<file path="config.mk">
export PLATFORM = sky130hd
export DESIGN_NAME = bcs_queue
export DESIGN_NICKNAME = d
export VERILOG_FILES = /design/src/sv/bcs_pkg.sv /design/src/sv/bcs_queue.sv
export SDC_FILE = /design/constraint.sdc
export NUM_CORES = 1
export LEC_CHECK = 0
export BUFFER_PORTS_ARGS = -buffer_cell sky130_fd_sc_hd__buf_2
export CORE_MARGIN = 1.5
export CORE_UTILIZATION = 51
export DETAILED_ROUTE_END_ITERATION = 8
export PLACE_DENSITY = 0.79
export SLEW_MARGIN = 20
export SYNTH_ARGS = -nofsm -noshare
export SYNTH_HDL_FRONTEND = slang
export SYNTH_SLANG_ARGS = --single-unit
export TNS_END_PERCENT = 5
</file>
<file path="constraint.sdc">
create_clock -name clk -period 3.7 [get_ports clk]
set_input_delay 0.185 -clock clk [delete_from_list [all_inputs] [get_ports clk]]
set_output_delay 0.185 -clock clk [all_outputs]
set_load 0.01 [all_outputs]
</file>
<file path="src/sv/bcs_pkg.sv">
// shared constants and types for the bezier curve sampler
`timescale 1ns / 1ps
package bcs_pkg;

    localparam int DEF_MAX_CONTROL_POINTS = 32;
    localparam int DEF_COORD_WIDTH        = 16;
    localparam int DEF_PARAM_FRAC_BITS    = 16;

    localparam int          NS_W        = 7;
    localparam int          SAMPLES_MAX = 64;
    localparam logic [6:0]  NS_RESET    = 7'd16;
    localparam int          IDX_W       = 6;

    typedef struct packed {
        logic             bank;
        logic [IDX_W-1:0] last_idx;
    } job_t;

    typedef struct packed {
        logic full;
        logic empty;
    } q_status_t;

    typedef struct packed {
        logic             en;
        logic             bank;
        logic [IDX_W-1:0] addr;
    } wr_ctl_t;

endpackage

</file>
<file path="src/sv/bcs_queue.sv">
// two-entry job queue between front and back
`timescale 1ns / 1ps
module bcs_queue (
    input  logic               clk,
    input  logic               rst_n,
    input  logic               push,
    input  bcs_pkg::job_t      push_job,
    input  logic               pop,
    output bcs_pkg::job_t      head,
    output bcs_pkg::q_status_t q_stat
);

    bcs_pkg::job_t ent_reg [0:1];
    logic [1:0]    cnt_reg, cnt_next;
    logic          hd_reg, hd_next;

    assign head         = ent_reg[hd_reg];
    assign q_stat.full  = cnt_reg == 2'd2;
    assign q_stat.empty = cnt_reg == 2'd0;

    always_comb
    begin
        cnt_next = cnt_reg;
        hd_next  = hd_reg;
        if (push && !pop)
        begin
            cnt_next = cnt_reg + 2'd1;
        end
        else if (pop && !push)
        begin
            cnt_next = cnt_reg - 2'd1;
        end
        if (pop)
        begin
            hd_next = !hd_reg;
        end
    end

    always_ff @(posedge clk)
    begin
        if (push)
        begin
            ent_reg[hd_reg ^ cnt_reg[0]] <= push_job;
        end
    end

    always_ff @(posedge clk or negedge rst_n)
    begin
        if (!rst_n)
        begin
            cnt_reg <= '0;
            hd_reg  <= 1'b0;
        end
        else
        begin
            cnt_reg <= cnt_next;
            hd_reg  <= hd_next;
        end
    end

endmodule

</file>
* Yosys cells after proc, flatten, opt, wreduce, memory -nomap -nowiden
Memories as Yosys holds them, arrays and structs flattened.
Cells that the tools add are included.
** Word-level totals
- Bits in writable memories :: 14
- Word-level logic and storage cells :: 18
- Memories :: 1
- Bits of input ports :: 11
- Memory bits (read-only) :: 0
- Bits in latches :: 0
- Bits in registers :: 3
** Memories
- ent_reg :: depth 2, bits a word 7, read ports 1, clocked after memory_dff 0, write ports 1, line bcs_queue.sv:13 : bcs_pkg::job_t ent_reg [0:1];
** Operators by class
- Bitwise operators :: 1
- Multiplexer cells :: 4
- Multipliers :: 0
- Reduce and logical (&&, ||, !) cells :: 7
- Add/subtract/negate cells :: 2
- Equal/unequal tests :: 1
- Div/mod/pow operators :: 0
- Magnitude comparators :: 0
- Shift-type cells :: 0
** Operators by type and width (number)
- 2-to-1 mux 2 bit :: 2
- logical NOT 1 bit :: 3
- adder 2 x 1 -> 2 bit, second input constant :: 1
- equality test 2 bit, second input constant :: 1
- logical AND 1 bit :: 2
- logical NOT 2 bit :: 1
- 2-to-1 mux 1 bit :: 2
- nonzero test 2 bit :: 1
- subtractor 2 x 1 -> 2 bit, second input constant :: 1
- XOR 1 bit :: 1

* Longest topological paths before layout
Gate-level depths: netlist of run 1.
- Word-level depth :: 4
- Gate-level depth with buffers :: 5
- Mapped depth without buffers :: 5

* Worst setup path after synthesis of run 1
Ideal clock, no wire load.
- Path kind :: register to register
- Start point :: register hd_reg
- End point :: memory ent_reg[0][0] (netlist name) (enable)
- Setup time :: 360 ps
- Arrival time :: 1002 ps
- Setup slack :: 2338 ps
- Period minus slack after synthesis :: 1362 ps
- Path buffers :: 1
- Stages on the path, launching flop included :: 4
- Cells stage by stage :: dfrtp_1 -> buf_4 -> xor2_1 -> nor2_1
** On the way
- Cells in the longest elaborated chain, start to end :: 1
** Ends and longest elaborated chain
- start: declaration :: line bcs_queue.sv:15 : logic hd_reg, hd_next;
- start signal: assignment :: line bcs_queue.sv:57 : hd_reg <= hd_next;
- XOR 1 bit :: line bcs_queue.sv:43 : ent_reg[hd_reg ^ cnt_reg[0]] <= push_job;
- end: declaration :: line bcs_queue.sv:13
No other way between the ends.

* Worst setup path in the final report of run 1
- Start point :: register hd_reg
- End point :: memory ent_reg[0][2] (netlist name) (enable)
The elaborated chain is that of the path after synthesis.

==> out/qor.yml, run 1 <==
place:
  place_area_um2: 777.0
  pre_cts_slack_ps: 2118
  io_buffers: 19
  dp_hpwl_um: 649.1
  gp_congestion: 0.6828
critical_path:
  worst_ep_arrival_time_ps: 1500
  end_kind: "flop"
  crit_path_start_kind: "flop"
  crit_fanout: 9
  critPathRequiredTime_ps: 3620
  critPathKind: "reg2reg"
layout:
  largest_register_ff_count: 14
  final_layout_size_suffix_gt1_share_pct: 49.18
  diodes: 0
  fin_util_pct: 69.44
  stdcell_area_um2: 813.3
  area_delta_synth_final_pct: 21.04
  fin_nets: 74
clock_tree:
  htree_levels: 1
  clk_pin_slew_worst_paths_ps: 80
  cts_resized: 0
  numCtsBuffers: 3
  clk_path_buf_depth: 2
  cts_num_sinks: 17
  insertion_delay_ps: 270
  cts_root_buffer: "clkbuf_4"
  cts_tree: "built"
flow_run:
  maxCapViolCount: 0
logic_synthesis:
  ys_seq_area_share_pct: 73.74
  avgSynthCellArea_um2: 17.68
  ys_top_cells_by_area: "edfxtp_1, mux2_2, dfrtp_1, xor2_1, ha_1"
  synth_top_area_share_pct: 62.57
  synth_nets: 50
  synth_commonest_cells: "edfxtp_1, mux2_2, xor2_1"
  ys_warn_count: 0
  yosysMostFrequentCell: "edfxtp_1"
  async_flop_share_pct: 17.65
  ys_ff_latch: 17
  synth_area_um2: 671.9
  yosysTopAreaCell: "edfxtp_1"
  synth_cell_types: 11
  synth-edff-count: 14
  synthCells: 38
  synth_flop_cell: "edfxtp_1"
timing:
  max_slew_margin_pct: 60.51
  layout_min_cycle_time_ps: 1580
  tightest_slew_ps: 590.1
  hold_violations: 0
  fmax_ghz: 0.6330
  setup_viol: 0
  rsz0062_at_grt: "false"
  finalMaxSlewViolations: 0
  setup_tns_ps: 0
  worst_slack_ps: 2120
  post-route-period-util_pct: 42.70
  skew_ps: 0.7740
pwr:
  p_leak_nw: 0.3424
  p_per_area_nw_per_um2: 780.7
  peakVddDrop_v: 0.0004032
global_route:
  grt_remaining_overflow: 0
  grt_max_degree: 10
  grt_antenna_before_repair: 0
  grt_pass1_wl_um: 1290
  gr-usage-all-layers_pct: 13.77
  grt_pass1_vias: 335
detailed_routing:
  route.detailed.wl_per_inst_um: 11.31
  vias: 362
  drt_iter0_markers: 4
  ant_nets: 0
  vias_per_cell: 4.827
  drcViolationCount: 0
  drtPass1Iterations: 3
  wl_um: 848
die:
  initial_core_util_pct: 57.37
  core-area_um2: 1171
  rows: 12
  die_area_um2: 1544
  io_pins: 20
  dieHeight_um: 39.30
  die_width_um: 39.30
hold_path:
  hp-class: "in2reg"
status:
  status: "completed"
[stage by stage]
stage                     total power, mW  instances  hold slack, ps
after floorplan                    0.4781         38          -110.6
after global placement             0.5433         70          -14.13
after detailed placement           0.5505         70          -12.37
after CTS                          0.6404         75           87.57
after global routing               0.6747         75           80.85
final                              0.6350         75           94.36
[layer usage]
metal | track usage, % | vias up | wire, um
met5 | 0 | - | 0
met4 | 10.34 | 0 | 0
met3 | 3.409 | 0 | 51
met2 | 24.58 | 13 | 443
met1 | 13.39 | 169 | 353
li1 | - | 180 | -
[repair_timing]
| action | in CTS | in global routing |
|---|---|---|
| hold buffers | 1 | 0 |
| hold endpoints to repair | 3 | 0 |
| buffers inserted | 0 | 0 |
[power breakdown]
group / internal (mW) / switching [mW] / total [mW]
clock: 0.0417 / 0.0479 / 0.0897
sequential: 0.290 / 0.0439 / 0.333
combinational: 0.108 / 0.104 / 0.212
[cell families after synthesis]
family / share of synthesized area, %
buf+inv: 2.235
xor+xnor: 6.517
mux: 11.73
simple gates: 3.911
flops: 73.74
fa+ha+maj: 1.862
[area by class of cell]
cell class / count / area, um2
clock buffers: 4 / 26.28
fillers: 88 / 357.8
inverters: 2 / 7.507
multi-input cells: 18 / 161.4
flip-flops and latches: 17 / 495.5
well taps: 14 / 17.52
repair buffers: 20 / 105.1
[worst paths after layout]
kind | startpoint | depth (start not counted) | end | slack [ps]
worst min-delay path | push_job[3] | 1 | ent_reg[0][3]$_DFFE_PP_ | 90
worst max register to register | hd_reg$_DFFE_PN0P_ | 2 | ent_reg[0][2]$_DFFE_PP_ | 2120
worst max-delay path | hd_reg$_DFFE_PN0P_ | 2 | ent_reg[0][2]$_DFFE_PP_ | 2120
min in group asynchronous | rst_n | 2 | hd_reg$_DFFE_PN0P_ | 240
worst min register to register | cnt_reg[1]$_DFFE_PN0P_ | 1 | cnt_reg[1]$_DFFE_PN0P_ | 510
max in group asynchronous | rst_n | 2 | cnt_reg[0]$_DFFE_PN0P_ | 3360
[layout by cell type (no fill, tap or decap), types with 2 or more instances in the layout]
master | synthesis | final
buf_2 | 0 | 19
clkbuf_4 | 0 | 3
dfrtp_1 | 3 | 3
edfxtp_1 | 14 | 14
inv_1 | 2 | 2
mux2_2 | 7 | 7
nor2_1 | 3 | 3
xor2_1 | 4 | 4
[critical path, cell delays in order, from the launching register on]
cell,delay [ps]
dfrtp_1,520
xor2_1,230
nor2_1,470
(Power assumes the default switching activity.)
==> inputs of run 2 (changes only) <==
CORE_UTILIZATION = 43   (was 51)
PLACE_DENSITY = 0.71   (was 0.79)
clock period = 1.39 ns   (was 3.7 ns; I/O delays follow)
==> run 2 against run 1 <==
  * Non-clock buffer count up 11
  * Combinational power rose to 4.0 times the previous value
  * Hold slack better by 29 ps
  * Sequential share of layout area down 9.6 points
  * Power rose to 3.1 times the previous value
  * Wire length up 20%
  * Critical path depth up 1
  * Clock skew about the same
  * Largest power group is now combinational logic
  * Clock power rose to 2.7 times the previous value
  * Cell area up 19%
==> out/qor.yml, run 2 (synthesized netlist as in run 1, its figures left out) <==
status:
  status: "completed"
hold_path:
  hp-class: "in2async"
die:
  core-area_um2: 1489
  io_pins: 20
  die_area_um2: 1809
  rows: 14
  initial_core_util_pct: 45.13
  dieHeight_um: 42.53
  die_width_um: 42.53
global_route:
  grt_pass1_vias: 394
  top_usage_layer: "met2"
  gr-usage-all-layers_pct: 13.11
  grt_remaining_overflow: 0
  grt_max_degree: 10
  grt_util_met2_pct: 21.85
  grt_pass1_wl_um: 1628
  grt_util_met1_pct: 13.95
  gr-usage-met3_pct: 3.879
  grt_antenna_before_repair: 0
place:
  gp_congestion: 0.6763
  io_buffers: 19
  place_area_um2: 794.5
  dp.cells: 74
timing:
  hold_ws_ps: 123.5
  tightest_slew_ps: 186.0
  skew_ps: 0.8832
  setup_viol: 0
  post-route-period-util_pct: 97.24
  fmax_ghz: 0.7398
  hold_violations: 0
  rsz0062_at_grt: "true"
  max_slew_margin_pct: 87.60
  finalMaxSlewViolations: 0
  layout_min_cycle_time_ps: 1352
detailed_routing:
  drtPass1Iterations: 4
  drt_iter0_markers: 6
  route.detailed.wl_per_inst_um: 11.55
  ant_nets: 0
  vias: 420
  wl_um: 1016
  vias_per_cell: 4.773
  drcViolationCount: 0
flow_run:
  maxCapViolCount: 0
critical_path:
  critPathKind: "reg2out"
  end_kind: "output pin"
  critPathRequiredTime_ps: 1320
  worst_ep_arrival_time_ps: 1280
  crit_fanout: 8
  crit_path_start_kind: "flop"
clock_tree:
  numCtsBuffers: 3
  clk_pin_slew_worst_paths_ps: 90
  htree_levels: 1
  cts_tree: "built"
  cts_root_buffer: "clkbuf_4"
  insertion_delay_ps: 270
  clk_path_buf_depth: 2
  cts_num_sinks: 17
layout:
  diodes: 0
  mostFrequentLayoutCell: "edfxtp_1"
  fin_util_pct: 64.79
  fin_nets: 85
  stdcell_count: 88
  stdcell_area_um2: 964.7
  largest_register_ff_count: 14
  layout_common_cells: "edfxtp_1, buf_2, dlygate4sd3_1"
  final_layout_size_suffix_gt1_share_pct: 47.22
  area_delta_synth_final_pct: 43.58
pwr:
  p_per_area_nw_per_um2: 2008
  peakVddDrop_v: 0.001048
  p_leak_nw: 0.4095
  totalPowerFinal_mw: 1.937
[run 2: critical path: stages (launching register included)]
cell,delay [ps]
dfrtp_1,380
buf_6,150
mux2_2,350
buf_6,120
[run 2: metrics by stage]
stage	setup TNS, ps	setup WS, ps
floorplan	0	28.03
global placement	0	137.2
detailed placement	0	58.13
CTS	0	10.93
global route	-111.6	-24.13
finish	0	38.32
[run 2: cell type report]
class	instances	area [um2]
Clock buffer	4	26.28
Fill cell	111	524.3
Inverter	2	7.507
Multi-Input combinational cell	18	166.4
Sequential cell	17	495.5
Tap cell	16	20.02
Timing Repair Buffer	31	249.0
[run 2: what timing repair did]
| item | CTS | global route |
|---|---|---|
| hold endpoints to repair | 18 | 0 |
| endpoints found under the setup margin | 3 | 14 |
| setup buffers | 0 | 1 |
| gates cloned | 0 | 0 |
| resized for setup | 1 | 8 |
| hold buffers | 9 | 0 |
[run 2: worst paths after layout]
path | from | end | slack (ps) | cells after the start
min in group clk | push | cnt_reg[0]$_DFFE_PN0P_ | 170 | 3
setup / recovery | hd_reg$_DFFE_PN0P_ | head[0] | 40 | 3
max in group asynchronous | rst_n | hd_reg$_DFFE_PN0P_ | 1160 | 2
hold reg to reg | cnt_reg[1]$_DFFE_PN0P_ | cnt_reg[1]$_DFFE_PN0P_ | 500 | 1
setup reg to reg | cnt_reg[0]$_DFFE_PN0P_ | ent_reg[1][1]$_DFFE_PP_ | 180 | 2
hold / removal | rst_n | cnt_reg[0]$_DFFE_PN0P_ | 120 | 2
[run 2: per-layer routing]
metal	routed length (um)	share of wire (%)
met2	539	53
met5	0	0
met4	8	0.79
met1	432	43
met3	35	3.4
[run 2: where the power goes]
group          internal [mW]  total [mW]  switching (mW)
sequential             0.770       0.845          0.0754
clock                  0.111       0.245           0.134
combinational          0.487       0.847           0.360
total                   1.37        1.94           0.569
