===== src/sv/bcs_pkg.sv =====
// shared constants and types for the bezier curve sampler
`timescale 1ns / 1ps
package bcs_pkg;

    localparam int DEF_MAX_CONTROL_POINTS = 32;
    localparam int DEF_COORD_WIDTH        = 16;
    localparam int DEF_PARAM_FRAC_BITS    = 16;

    localparam int          NS_W        = 7;
    localparam int          SAMPLES_MAX = 64;
    localparam logic [6:0]  NS_RESET    = 7'd16;
    localparam int          IDX_W       = 6;

    typedef struct packed {
        logic             bank;
        logic [IDX_W-1:0] last_idx;
    } job_t;

    typedef struct packed {
        logic full;
        logic empty;
    } q_status_t;

    typedef struct packed {
        logic             en;
        logic             bank;
        logic [IDX_W-1:0] addr;
    } wr_ctl_t;

endpackage


===== src/sv/bcs_front.sv =====
// input side: addresses control point writes and issues one job per curve
`timescale 1ns / 1ps
module bcs_front #(
    parameter int MAX_CONTROL_POINTS = bcs_pkg::DEF_MAX_CONTROL_POINTS
) (
    input  logic               clk,
    input  logic               rst_n,
    input  logic               s_tvalid,
    output logic               s_tready,
    input  logic               s_tlast,
    input  bcs_pkg::q_status_t q_stat,
    output logic               push,
    output bcs_pkg::job_t      push_job,
    output bcs_pkg::wr_ctl_t   wr
);

    localparam logic [bcs_pkg::IDX_W-1:0] MAXC = bcs_pkg::IDX_W'(MAX_CONTROL_POINTS);

    logic [bcs_pkg::IDX_W-1:0] count_reg, count_next;
    logic                      bank_reg, bank_next;
    logic                      accept, room;

    assign s_tready = !q_stat.full;
    assign accept   = s_tvalid && s_tready;
    assign room     = count_reg < MAXC;
    assign push     = accept && s_tlast;

    assign wr.en   = accept && room;
    assign wr.bank = bank_reg;
    assign wr.addr = count_reg;

    assign push_job.bank     = bank_reg;
    assign push_job.last_idx = room ? count_reg : count_reg - 1'b1;

    always_comb
    begin
        count_next = count_reg;
        bank_next  = bank_reg;
        if (accept && room)
        begin
            count_next = count_reg + 1'b1;
        end
        if (push)
        begin
            count_next = '0;
            bank_next  = !bank_reg;
        end
    end

    always_ff @(posedge clk or negedge rst_n)
    begin
        if (!rst_n)
        begin
            count_reg <= '0;
            bank_reg  <= 1'b0;
        end
        else
        begin
            count_reg <= count_next;
            bank_reg  <= bank_next;
        end
    end

endmodule


===== config.mk =====
export PLATFORM = sky130hd
export DESIGN_NAME = bcs_front
export DESIGN_NICKNAME = d
export VERILOG_FILES = /design/src/sv/bcs_pkg.sv /design/src/sv/bcs_front.sv
export SDC_FILE = /design/constraint.sdc
export NUM_CORES = 1
export LEC_CHECK = 0
export ABC_AREA = 1
export BUFFER_PORTS_ARGS = -buffer_cell sky130_fd_sc_hd__buf_2
export CORE_AREA = 10 10 47 49
export CTS_CLUSTER_DIAMETER = 120
export DETAILED_ROUTE_END_ITERATION = 12
export DIE_AREA = 0 0 57 59
export GPL_ROUTABILITY_DRIVEN = 0
export GPL_TIMING_DRIVEN = 0
export PLACE_DENSITY = 0.77
export SETUP_SLACK_MARGIN = 0.5
export SYNTH_ARGS = -nofsm -noshare
export SYNTH_HDL_FRONTEND = slang
export SYNTH_SLANG_ARGS = --single-unit

===== constraint.sdc =====
create_clock -name clk -period 1.1 [get_ports clk]
set_input_delay 0.11 -clock clk [delete_from_list [all_inputs] [get_ports clk]]
set_output_delay 0.11 -clock clk [all_outputs]
set_load 0.005 [all_outputs]

Word level (Yosys, flattened, before mapping) --
Index checks and enable logic that the tools add are counted.
Storage, ports and cells: bits in registers 7, bits of input ports 6, word-level logic and storage cells 14, output and inout port bits 17
Cells by class: reduce and logical (&&, ||, !) cells 6, $lt $le $gt $ge 1, multiplexer cells 3, add/sub/neg operators 2
Operators with widths (number):
- 2-to-1 mux 6 bit | 3
- adder 6 x 1 -> 6 bit, second input constant | 1
- < comparator 6 bit, second input constant | 1
- subtractor 6 x 1 -> 6 bit, second input constant | 1
- logical AND 1 bit | 3
- logical NOT 1 bit | 2
- nonzero test 2 bit | 1

Depth between registers and ports, before layout --
Gate-level depths: netlist (run 1).
depth after elaboration 5, gate-level depth with buffers 7, depth with buffers taken out 6

Worst setup path before layout (run 1) --
Ideal clock, no wire load.
kind flip-flop to output port, start point register count_reg[0] (netlist bit), end point output push_job[4] (netlist bit), setup slack -142 ps, buffers on the path 0, required time 990 ps, arrival time 1132 ps, stages on the path, launching flop included 7, cell sequence dfrtp_1 > inv_1 > ha_1 > nand2_2 > or2_4 > nand2_1 > o21ai_2
RTL lines:
- start: declaration | line bcs_front.sv:19 | logic [bcs_pkg::IDX_W-1:0] count_reg, count_next;
- start signal: assignment | line bcs_front.sv:59 | count_reg <= count_next;
- end: declaration | line bcs_front.sv:13 | output bcs_pkg::job_t push_job,

==> results of run 1 <==
## cell type report
class / count / share of cell area
multi-input combinational: 49 / 0.3491
timing repair buffer: 39 / 0.3162
tap: 16 / 0.02108
sequential: 7 / 0.1897
clock buffer: 4 / 0.02767
inverter: 9 / 0.04611
buffer: 4 / 0.05007
## power groups by stage
stage | Sequential, uW | Clock [uW] | Combinational [uW]
floorplan | 394 | 0 | 347
global placement | 400 | 0 | 503
detailed placement | 404 | 0 | 519
CTS | 366 | 246 | 823
global route | 380 | 272 | 996
finish | 371 | 250 | 920
## worst register-to-register path, cell delays in order (launching register included)
cell and delay [ns]:
dfrtp_2 0.42, buf_4 0.14, buf_6 0.10, buf_6 0.12
ha_4 0.16, nand2_1 0.08, nor2_1 0.07, nand3_1 0.09
nand2_1 0.05, nor2_1 0.10
## worst paths after layout
path / slack [ns] / cells after the start / to / start
worst min-delay path: 0.22 / 2 / count_reg[2] / rst_n
worst max-delay path: -0.39 / 7 / push_job[4] / count_reg[0]
max in group asynchronous: 0.70 / 2 / count_reg[0] / rst_n
min in group clk: 0.26 / 5 / count_reg[5] / s_tlast
worst max register to register: -0.31 / 9 / count_reg[4] / count_reg[0]
worst min register to register: 0.64 / 2 / count_reg[3] / count_reg[3]
## cells by family (layout without fill, tap and decap cells)
| logic type | Yosys count | count (layout) | synth area share |
|---|---|---|---|
| XOR/XNOR | 3 | 3 | 0.05264 |
| adder cells (fa/ha/maj) | 2 | 2 | 0.05012 |
| flip-flops | 7 | 7 | 0.3509 |
| buffers and inverters | 13 | 56 | 0.1303 |
| AO/OA/AOI/OAI | 6 | 6 | 0.06766 |
| AND/OR/NAND/NOR | 38 | 38 | 0.3484 |
## metrics by stage
| stage | cell area, sq um | util | cells |
|---|---|---|---|
| 3_3_place_gp | 670.6 | 0.4786 | 106 |
| 2_1_floorplan | 545.5 | - | 69 |
| 6_report | 949.7 | 0.6777 | 128 |
| 5_1_grt | 949.7 | 0.6777 | 128 |
| 3_5_place_dp | 670.6 | 0.4786 | 106 |
| 4_1_cts | 899.6 | 0.6420 | 126 |
## per-layer routing
metal / global-route usage / vias to the layer above
met1: 0.1014 / 303
li1: - / 303
met3: 0.04077 / 5
met5: 0 / -
met2: 0.1907 / 32
met4: 0.05034 / 0
## synth_stat cells
| cell | count |
|---|---|
| buf_4 | 2 |
| a21oi_1 | 3 |
| nor2_2 | 1 |
| buf_6 | 1 |
| inv_2 | 1 |
| or2_4 | 1 |
| nand3_2 | 1 |
| o21ai_2 | 1 |
| dfrtp_1 | 7 |
| xor2_1 | 2 |
| nand2_1 | 16 |
| inv_1 | 8 |
| o21ai_0 | 2 |
| nand4_1 | 1 |
| nor2_1 | 7 |
| clkbuf_2 | 1 |
| xnor2_1 | 1 |
| nand3_1 | 10 |
| nand2_2 | 1 |
| ha_1 | 2 |
## what timing repair did
action                     CTS  global route
hold buffers                 1             0
resized for setup           19            10
setup buffers               15             2
pin swaps                    2             4
hold endpoints to repair     7             0
setup endpoints to repair   23            23
==> key figures, run 1 <==
Run status
  – Status: finished, violations left
  – Failing checks: negative setup slack

Timing
  – Final hold slack: 0.2162 ns
  – Clock Skews: 0.005438 ns
  – PnR worst setup slack: -0.3930 ns
  – Setup Viol. Count Final: 14
  – Max-slew violation count: 0
  – Unrepaired setup endpoints after global routing: true
  – Setup TNS: -2.785 ns
  – Rel. slew slack: 0.8509
  – Tcrit/Tclk final: 1.357
  – Fin crit period: roughly 1.5 ns
  – F_max: 669.8 MHz
  – Slew @ Worst Pin: 0.2228 ns
  – Fin. Hold Viols: 0

CTS
  – CTS max path bufs: 2
  – Clk_lat worst skew: 0.26 ns
  – CTS tree: done
  – Clock root cell: clkbuf_4
  – Clock slew at reported path FFs: 0.06 ns
  – Cts bufs inserted: 3
  – CTS sink cnt: 7
  – # H-tree levels: 1

Die
  – DIE HEIGHT: 59 microns
  – Ports: 23
  – Total core area: 1401 sq um
  – Site row count: 14
  – Die Wd: 57 microns
  – Die ar.: 3363 sq um
  – Starting Density: 0.3563

Finish
  – Area Overhead vs Synth: 90.23%
  – Max reg flops: 6
  – Final Net Count: approximately 120
  – Number of fillers in the final layout: 122
  – Most frequent cells in the layout: buf_2, nand2_1, buf_6
  – Commonest non-fill, non-tap cell in the layout: buf_2
  – Seq. cell area: roughly 180 sq um
  – Antenna cells: 0
  – Share of layout cells above drive strength 1: 0.6250
  – Multi-input logic area: approximately 330 sq um

Logic synthesis
  – Post-synth top area share: 0.3509
  – Syn avg cell area: 7.235 sq um
  – Synthesized instance count: 69
  – Synth area leader: dfrtp_1
  – Yosys cell types: 20
  – Ys Warns: 0
  – Cell area after synthesis: 499.2 sq um
  – Synth top area cells: dfrtp_1, nand2_1, nand3_1, inv_1, nor2_1
  – Syn Nets: 77
  – Seq cells post-synth: 7
  – Sequential fraction of the synthesis area: 0.3509

GRT
  – Initial antenna violation count: 0
  – Remaining Overflow, GRT: 0
  – All-layer global routing usage: 0.1048
  – Largest net degree at the start of global routing: 10
  – First-pass GRT wire length: 2808 microns
  – Number of global-route vias before repair: 648

Place
  – Port Buffers: 21
  – Pre-CTS WS: -0.2288 ns
  – DP HPWL: approximately 1100 microns

Critical path
  – Critical path peak fanout: 3
  – Critical path cell sequence: inv_4 > ha_4 > nand2_2 > or2_4 > nand2_2 > o21ai_2 > buf_2
  – CP Class: flip-flop to output pin
  – Worst Path Buf+Inv: 2
  – Worst Setup Start Kind: flip-flop
  – Critical path data arrival time: 1.38 ns
  – CP required: 0.99 ns
  – Critical-path top delay cell: dfrtp_2
  – CP dominant cell by count: nand2_2
  – Delay-heaviest family, CP: flip-flops
  – Crit. End Element: output pin
  – Critical path's largest stage delay: 0.42 ns

Route
  – Final antenna-violating net count: 0
  – DR WL/cell: 14.53 microns
  – Top routing layer in use: met4
  – Met2 routed WL: 1003 microns
  – Initial DRC count: 23
  – Drt drc: 0
  – Drt pass-1 iters: 4
  – Total Routed Length: 1860 microns
  – Vias per cell: approximately 5.0
  – Routed vias: 643
  – Wire length on met3: 152 microns
  – M1 WL: about 680 microns

Pwr
  – Pleak: around 0.00050 uW
  – Pwr dens: 1623 nW/um^2
  – Sw frac: 0.3476
  – Post-layout power: 1541 uW
  – Sw Pwr: roughly 540 uW
  – Int Power: a little over 1000 uW
  – Clock Power Share: 0.162
  – Maximum vdd drop: about 0.8 mV
  – Comb power frac: 0.597
  – Seq pwr share: 0.241

Min path
  – Hold Crit Class: primary input to asynchronous set/reset pin

Run
  – Max-Cap Viols: 0
No activity file was read; power rests on OpenSTA's default activity.
==> inputs of run 2 (changes only) <==
BUFFER_PORTS_ARGS = not set   (was -buffer_cell sky130_fd_sc_hd__buf_2)
DONT_BUFFER_PORTS = 1   (was not set)
PLACE_DENSITY = 0.61   (was 0.77)
==> key figures, run 2 (synthesis gave the netlist of run 1 again) <==
Die
  – Die Wd: 57 microns
  – Die ar.: 3363 sq um
  – Total core area: 1401 sq um
  – DIE HEIGHT: ~59 microns
  – Starting Density: 0.3563
  – Site row count: 14
  – Ports: 23

Finish
  – Antenna cells: 0
  – Design area: 681.9 sq um
  – Share of layout cells above drive strength 1: 0.4487
  – Commonest non-fill, non-tap cell in the layout: nand2_1
  – Most frequent cells in the layout: nand2_1, nand3_1, buf_6
  – Area Overhead vs Synth: 36.59%
  – Final Net Count: between 80 and 90
  – Max reg flops: 6
  – Post-Route Utilization: 0.4866

Critical path
  – Worst Path Buf+Inv: 1
  – Critical path cell sequence: inv_4 > ha_4 > nand2_2 > or2_4 > nand2_1 > o21ai_2
  – CP Class: flip-flop to output pin
  – Worst Setup Start Kind: flip-flop
  – Crit. End Element: output pin
  – Critical-path top delay cell: dfrtp_2
  – CP required: 0.99 ns
  – Critical path's largest stage delay: 0.47 ns
  – Critical path data arrival time: between 1 and 1.5 ns
  – Critical path peak fanout: 6
  – Delay-heaviest family, CP: flip-flops

Timing
  – Fin crit period: around 1.5 ns
  – Slew @ Worst Pin: 0.3235 ns
  – Final hold slack: 0.1150 ns
  – Unrepaired setup endpoints after global routing: true
  – Clock Skews: 0.0002245 ns
  – F_max: 684.8 MHz
  – Setup Viol. Count Final: 9
  – Rel. slew slack: 0.7836
  – Tcrit/Tclk final: 1.327
  – Setup TNS: -1.526 ns
  – Max-slew violation count: 0
  – PnR worst setup slack: -0.3602 ns
  – Fin. Hold Viols: 0

Run
  – Max-Cap Viols: 0

Route
  – Drt drc: 0
  – Final antenna-violating net count: 0
  – Drt pass-1 iters: 4
  – DR WL/cell: 14.00 microns
  – Initial DRC count: 8
  – Vias per cell: 4.936
  – Total Routed Length: 1316 microns
  – Routed vias: between 400 and 500

Min path
  – Hold Crit Class: primary input to flip-flop

Place
  – DP HPWL: 962 microns
  – DP Area: 565.5 sq um
  – Port Buffers: 0

CTS
  – Clock root cell: clkbuf_4
  – Clk_lat worst skew: 0.24 ns
  – CTS tree: done
  – Cts bufs inserted: 3
  – # H-tree levels: 1
  – Clock slew at reported path FFs: 0.05 ns
  – CTS sink cnt: 7
  – CTS max path bufs: 2

GRT
  – Initial antenna violation count: 0
  – All-layer global routing usage: 0.07726
  – Largest net degree at the start of global routing: 11
  – First-pass GRT wire length: 2063 microns
  – Number of global-route vias before repair: 435
  – Remaining Overflow, GRT: 0

Run status
  – Failing checks: negative setup slack
  – Status: finished, violations left

Pwr
  – Maximum vdd drop: between 0.9 and 1 mV
  – Pleak: about 0.00032 uW
  – Pwr dens: 1742 nW/um^2
run 2: cell types whose count changed in the layout (fill, tap and decap cells not counted), moves of 2 or more:
cell    before  now
nor2_2       0    2
buf_6       15    6
buf_4       10    1
buf_2       16    0
inv_4        4    1
inv_2        2    4
run 2: path summary, 6_finish.rpt:
| kind | cells past startpoint | startpoint | end | slack [ns] |
|---|---|---|---|---|
| setup / recovery | 6 | count_reg[0] | push_job[4] | -0.36 |
| hold / removal | 2 | s_tvalid | bank_reg | 0.11 |
| setup reg to reg | 6 | count_reg[1] | count_reg[4] | -0.06 |
| hold reg to reg | 2 | count_reg[3] | count_reg[3] | 0.59 |
| max in group asynchronous | 1 | rst_n | count_reg[3] | 0.64 |
| min in group asynchronous | 1 | rst_n | count_reg[2] | 0.20 |
run 2: worst reg2reg max path, delay by kind of cell, from the launching register on:
family	cells	cell delay (ns)
and+or+nand+nor	5	0.37
adders and majority gates	1	0.22
DFF	1	0.47
run 2: area by class of cell:
cell class / instances / area [sq um]
repair buffers: 5 / 51.30
flip-flops and latches: 7 / 181.4
fillers: 142 / 719.4
plain buffers: 4 / 47.55
well taps: 16 / 20.02
clock buffers: 4 / 26.28
multi-input cells: 49 / 319.1
inverters: 9 / 36.28
run 2: metal layers:
metal,share of wire,track usage
met1,0.38,0.07933
met2,0.54,0.1271
met3,0.067,0.03863
met4,0.011,0.04027
met5,0,0
run 2: power by group:
part / leakage, uW / internal, uW / total (uW) / switching [uW]
logic: 0.000222 / 315 / 545 / 230
clock network: 0.0000150 / 138 / 224 / 86.4
registers: 0.0000852 / 315 / 419 / 103
total: 0.000322 / 768 / 1190 / 420
run 2: per-stage QoR:
stage	std cells	worst slack (ns)	total power (uW)
2_1_floorplan	69	-0.06069	741.4
3_3_place_gp	85	-0.1277	814.9
3_5_place_dp	85	-0.1278	817.9
4_1_cts	92	-0.3725	1120
5_1_grt	94	-0.4369	1286
6_report	94	-0.3602	1188
run 2: what timing repair did:
action                                 in CTS  in global routing
gates resized for setup                     6                  8
gates cloned                                0                  0
hold buffers                                1                  0
setup endpoints to repair                  23                 22
setup buffers                               2                  2
pin swaps                                   1                  3
endpoints found under the hold margin       7                  0
==> inputs of run 3 (changes only) <==
--- a/config.mk
+++ b/config.mk
@@ -13,3 +13,2 @@
 export DONT_BUFFER_PORTS = 1
-export GPL_ROUTABILITY_DRIVEN = 0
 export GPL_TIMING_DRIVEN = 0
==> constraint.sdc (replaced) <==
create_clock -name clk -period 1.1 [get_ports clk]
set_input_delay 0 -clock clk [delete_from_list [all_inputs] [get_ports clk]]
set_output_delay 0 -clock clk [all_outputs]
set_load 0.005 [all_outputs]
==> key figures, run 3 (synthesis gave the netlist of run 1 again) <==
Run status
  – Status: finished, violations left
  – Failing checks: negative setup slack

CTS
  – CTS max path bufs: 2
  – Clock slew at reported path FFs: about 0.060 ns
  – Clock root cell: clkbuf_4
  – CTS tree: done
  – Cts bufs inserted: 3
  – Clk_lat worst skew: between 0.2 and 0.3 ns
  – # H-tree levels: 1
  – CTS sink cnt: 7

GRT
  – Number of global-route vias before repair: 455
  – All-layer global routing usage: 0.08597
  – Largest net degree at the start of global routing: 11
  – First-pass GRT wire length: roughly 2200 microns
  – Remaining Overflow, GRT: 0
  – Initial antenna violation count: 0

Timing
  – Unrepaired setup endpoints after global routing: true
  – Slew @ Worst Pin: ~0.32 ns
  – Clock Skews: 0.004361 ns
  – F_max: 731.9 MHz
  – PnR worst setup slack: -0.2663 ns
  – Setup Viol. Count Final: 6
  – Fin. Hold Viols: 0
  – Rel. slew slack: 0.7887
  – Fin crit period: between 1 and 1.5 ns
  – Max-slew violation count: 0
  – Tcrit/Tclk final: 1.242

Die
  – Die ar.: 3363 sq um
  – Die Wd: 57 microns
  – Site row count: 14
  – Starting Density: 0.3563
  – DIE HEIGHT: 59 microns
  – Ports: 23
  – Total core area: roughly 1400 sq um

Pwr
  – Maximum vdd drop: just over 0.9 mV
  – Clock Power Share: 0.209
  – Sw frac: 0.3703
  – Comb power frac: 0.431
  – Int Power: ~730 uW
  – Pleak: 0.0003131 uW
  – Sw Pwr: 430.8 uW
  – Pwr dens: 1785 nW/um^2
  – Seq pwr share: 0.359

Finish
  – Share of layout cells above drive strength 1: 0.4211
  – Area Overhead vs Synth: 30.58%
  – Commonest non-fill, non-tap cell in the layout: nand2_1
  – Design area: 651.9 sq um
  – Final Net Count: 85
  – Max reg flops: 6
  – Antenna cells: 0
  – Most frequent cells in the layout: nand2_1, nand3_1, inv_1, nor2_1, dfrtp_2

Critical path
  – Critical path data arrival time: 1.37 ns
  – CP required: between 1 and 1.5 ns
  – Worst Setup Start Kind: flip-flop
  – R2R depth: 6
  – CP Class: flip-flop to output pin
  – Critical path peak fanout: 6
  – Crit. End Element: output pin
  – Reg2Reg Setup Slack: -0.08 ns

Route
  – Initial DRC count: 17
  – Drt pass-1 iters: 4
  – Routed vias: 462
  – Vias per cell: 5.022
  – Total Routed Length: 1320 microns
  – Final antenna-violating net count: 0
  – DR WL/cell: around 14 microns
  – Drt drc: 0

Place
  – Placer Congestion: just over 0.7
  – DP Area: between 500 and 600 sq um
  – DP HPWL: just under 1000 microns
  – Pre-CTS WS: -0.05539 ns
  – Port Buffers: 0

Min path
  – Hold Crit Class: primary input to output pin
  – Cells on Worst Hold Path: 1

Run
  – Max-Cap Viols: 0
==> run 3: per-stage QoR <==
| stage | power [uW] | hold WS [ns] | cells | setup TNS [ns] | utilization |
|---|---|---|---|---|---|
| floorplan | 705.9 | -0.2956 | 69 | 0 | - |
| global placement | 777.8 | -0.2954 | 85 | -0.05970 | 0.3964 |
| detailed placement | 788.0 | -0.2954 | 85 | -0.07722 | 0.3964 |
| CTS | 1157 | 0.03161 | 92 | -0.9124 | 0.4545 |
| global route | 1249 | 0.03397 | 92 | -1.380 | 0.4652 |
| finish | 1163 | 0.03055 | 92 | -0.8135 | 0.4652 |
==> run 3: repair_timing <==
item,4_1_cts,5_1_grt
hold buffers,1,0
resized for setup,10,2
endpoints found under the setup margin,22,22
pin swaps,1,0
setup buffers,2,0
endpoints found under the hold margin,7,0
==> run 3: power by group through the flow <==
stage	combinational [uW]	clock (uW)	sequential (uW)
6_report	502	244	418
5_1_grt	554	262	433
4_1_cts	489	251	418
3_5_place_dp	375	0	413
3_3_place_gp	366	0	412
2_1_floorplan	318	0	388
==> run 3: final cells by class <==
cell class              instances  area [sq um]
repair buffers                  3         28.78
plain buffers                   4         47.55
well taps                      16         20.02
flip-flops and latches          7         181.4
clock buffers                   4         26.28
multi-input cells              49         311.5
fillers                       156         749.5
inverters                       9         36.28
==> run 3: worst paths after layout <==
kind / startpoint / to
max in group asynchronous: rst_n / count_reg[3]
hold reg to reg: count_reg[3] / count_reg[3]
setup / recovery: count_reg[0] / push_job[4]
hold / removal: q_stat[1] / s_tready
min in group asynchronous: rst_n / count_reg[1]
setup reg to reg: count_reg[1] / count_reg[4]
==> run 3: per-layer routing <==
metal  global-route usage  vias up  wire, microns
met5                    0        -              0
met4              0.06040        0             37
met3              0.04292        5            103
met2               0.1442       17            669
met1              0.08063      210            510
li1                     -      230              -
==> run 3: worst max-delay path, cell delays in order, from the launching register on <==
cell,delay [ns]
dfrtp_2,0.47
inv_4,0.09
ha_4,0.12
nand2_2,0.05
or2_4,0.24
o21ai_2,0.13
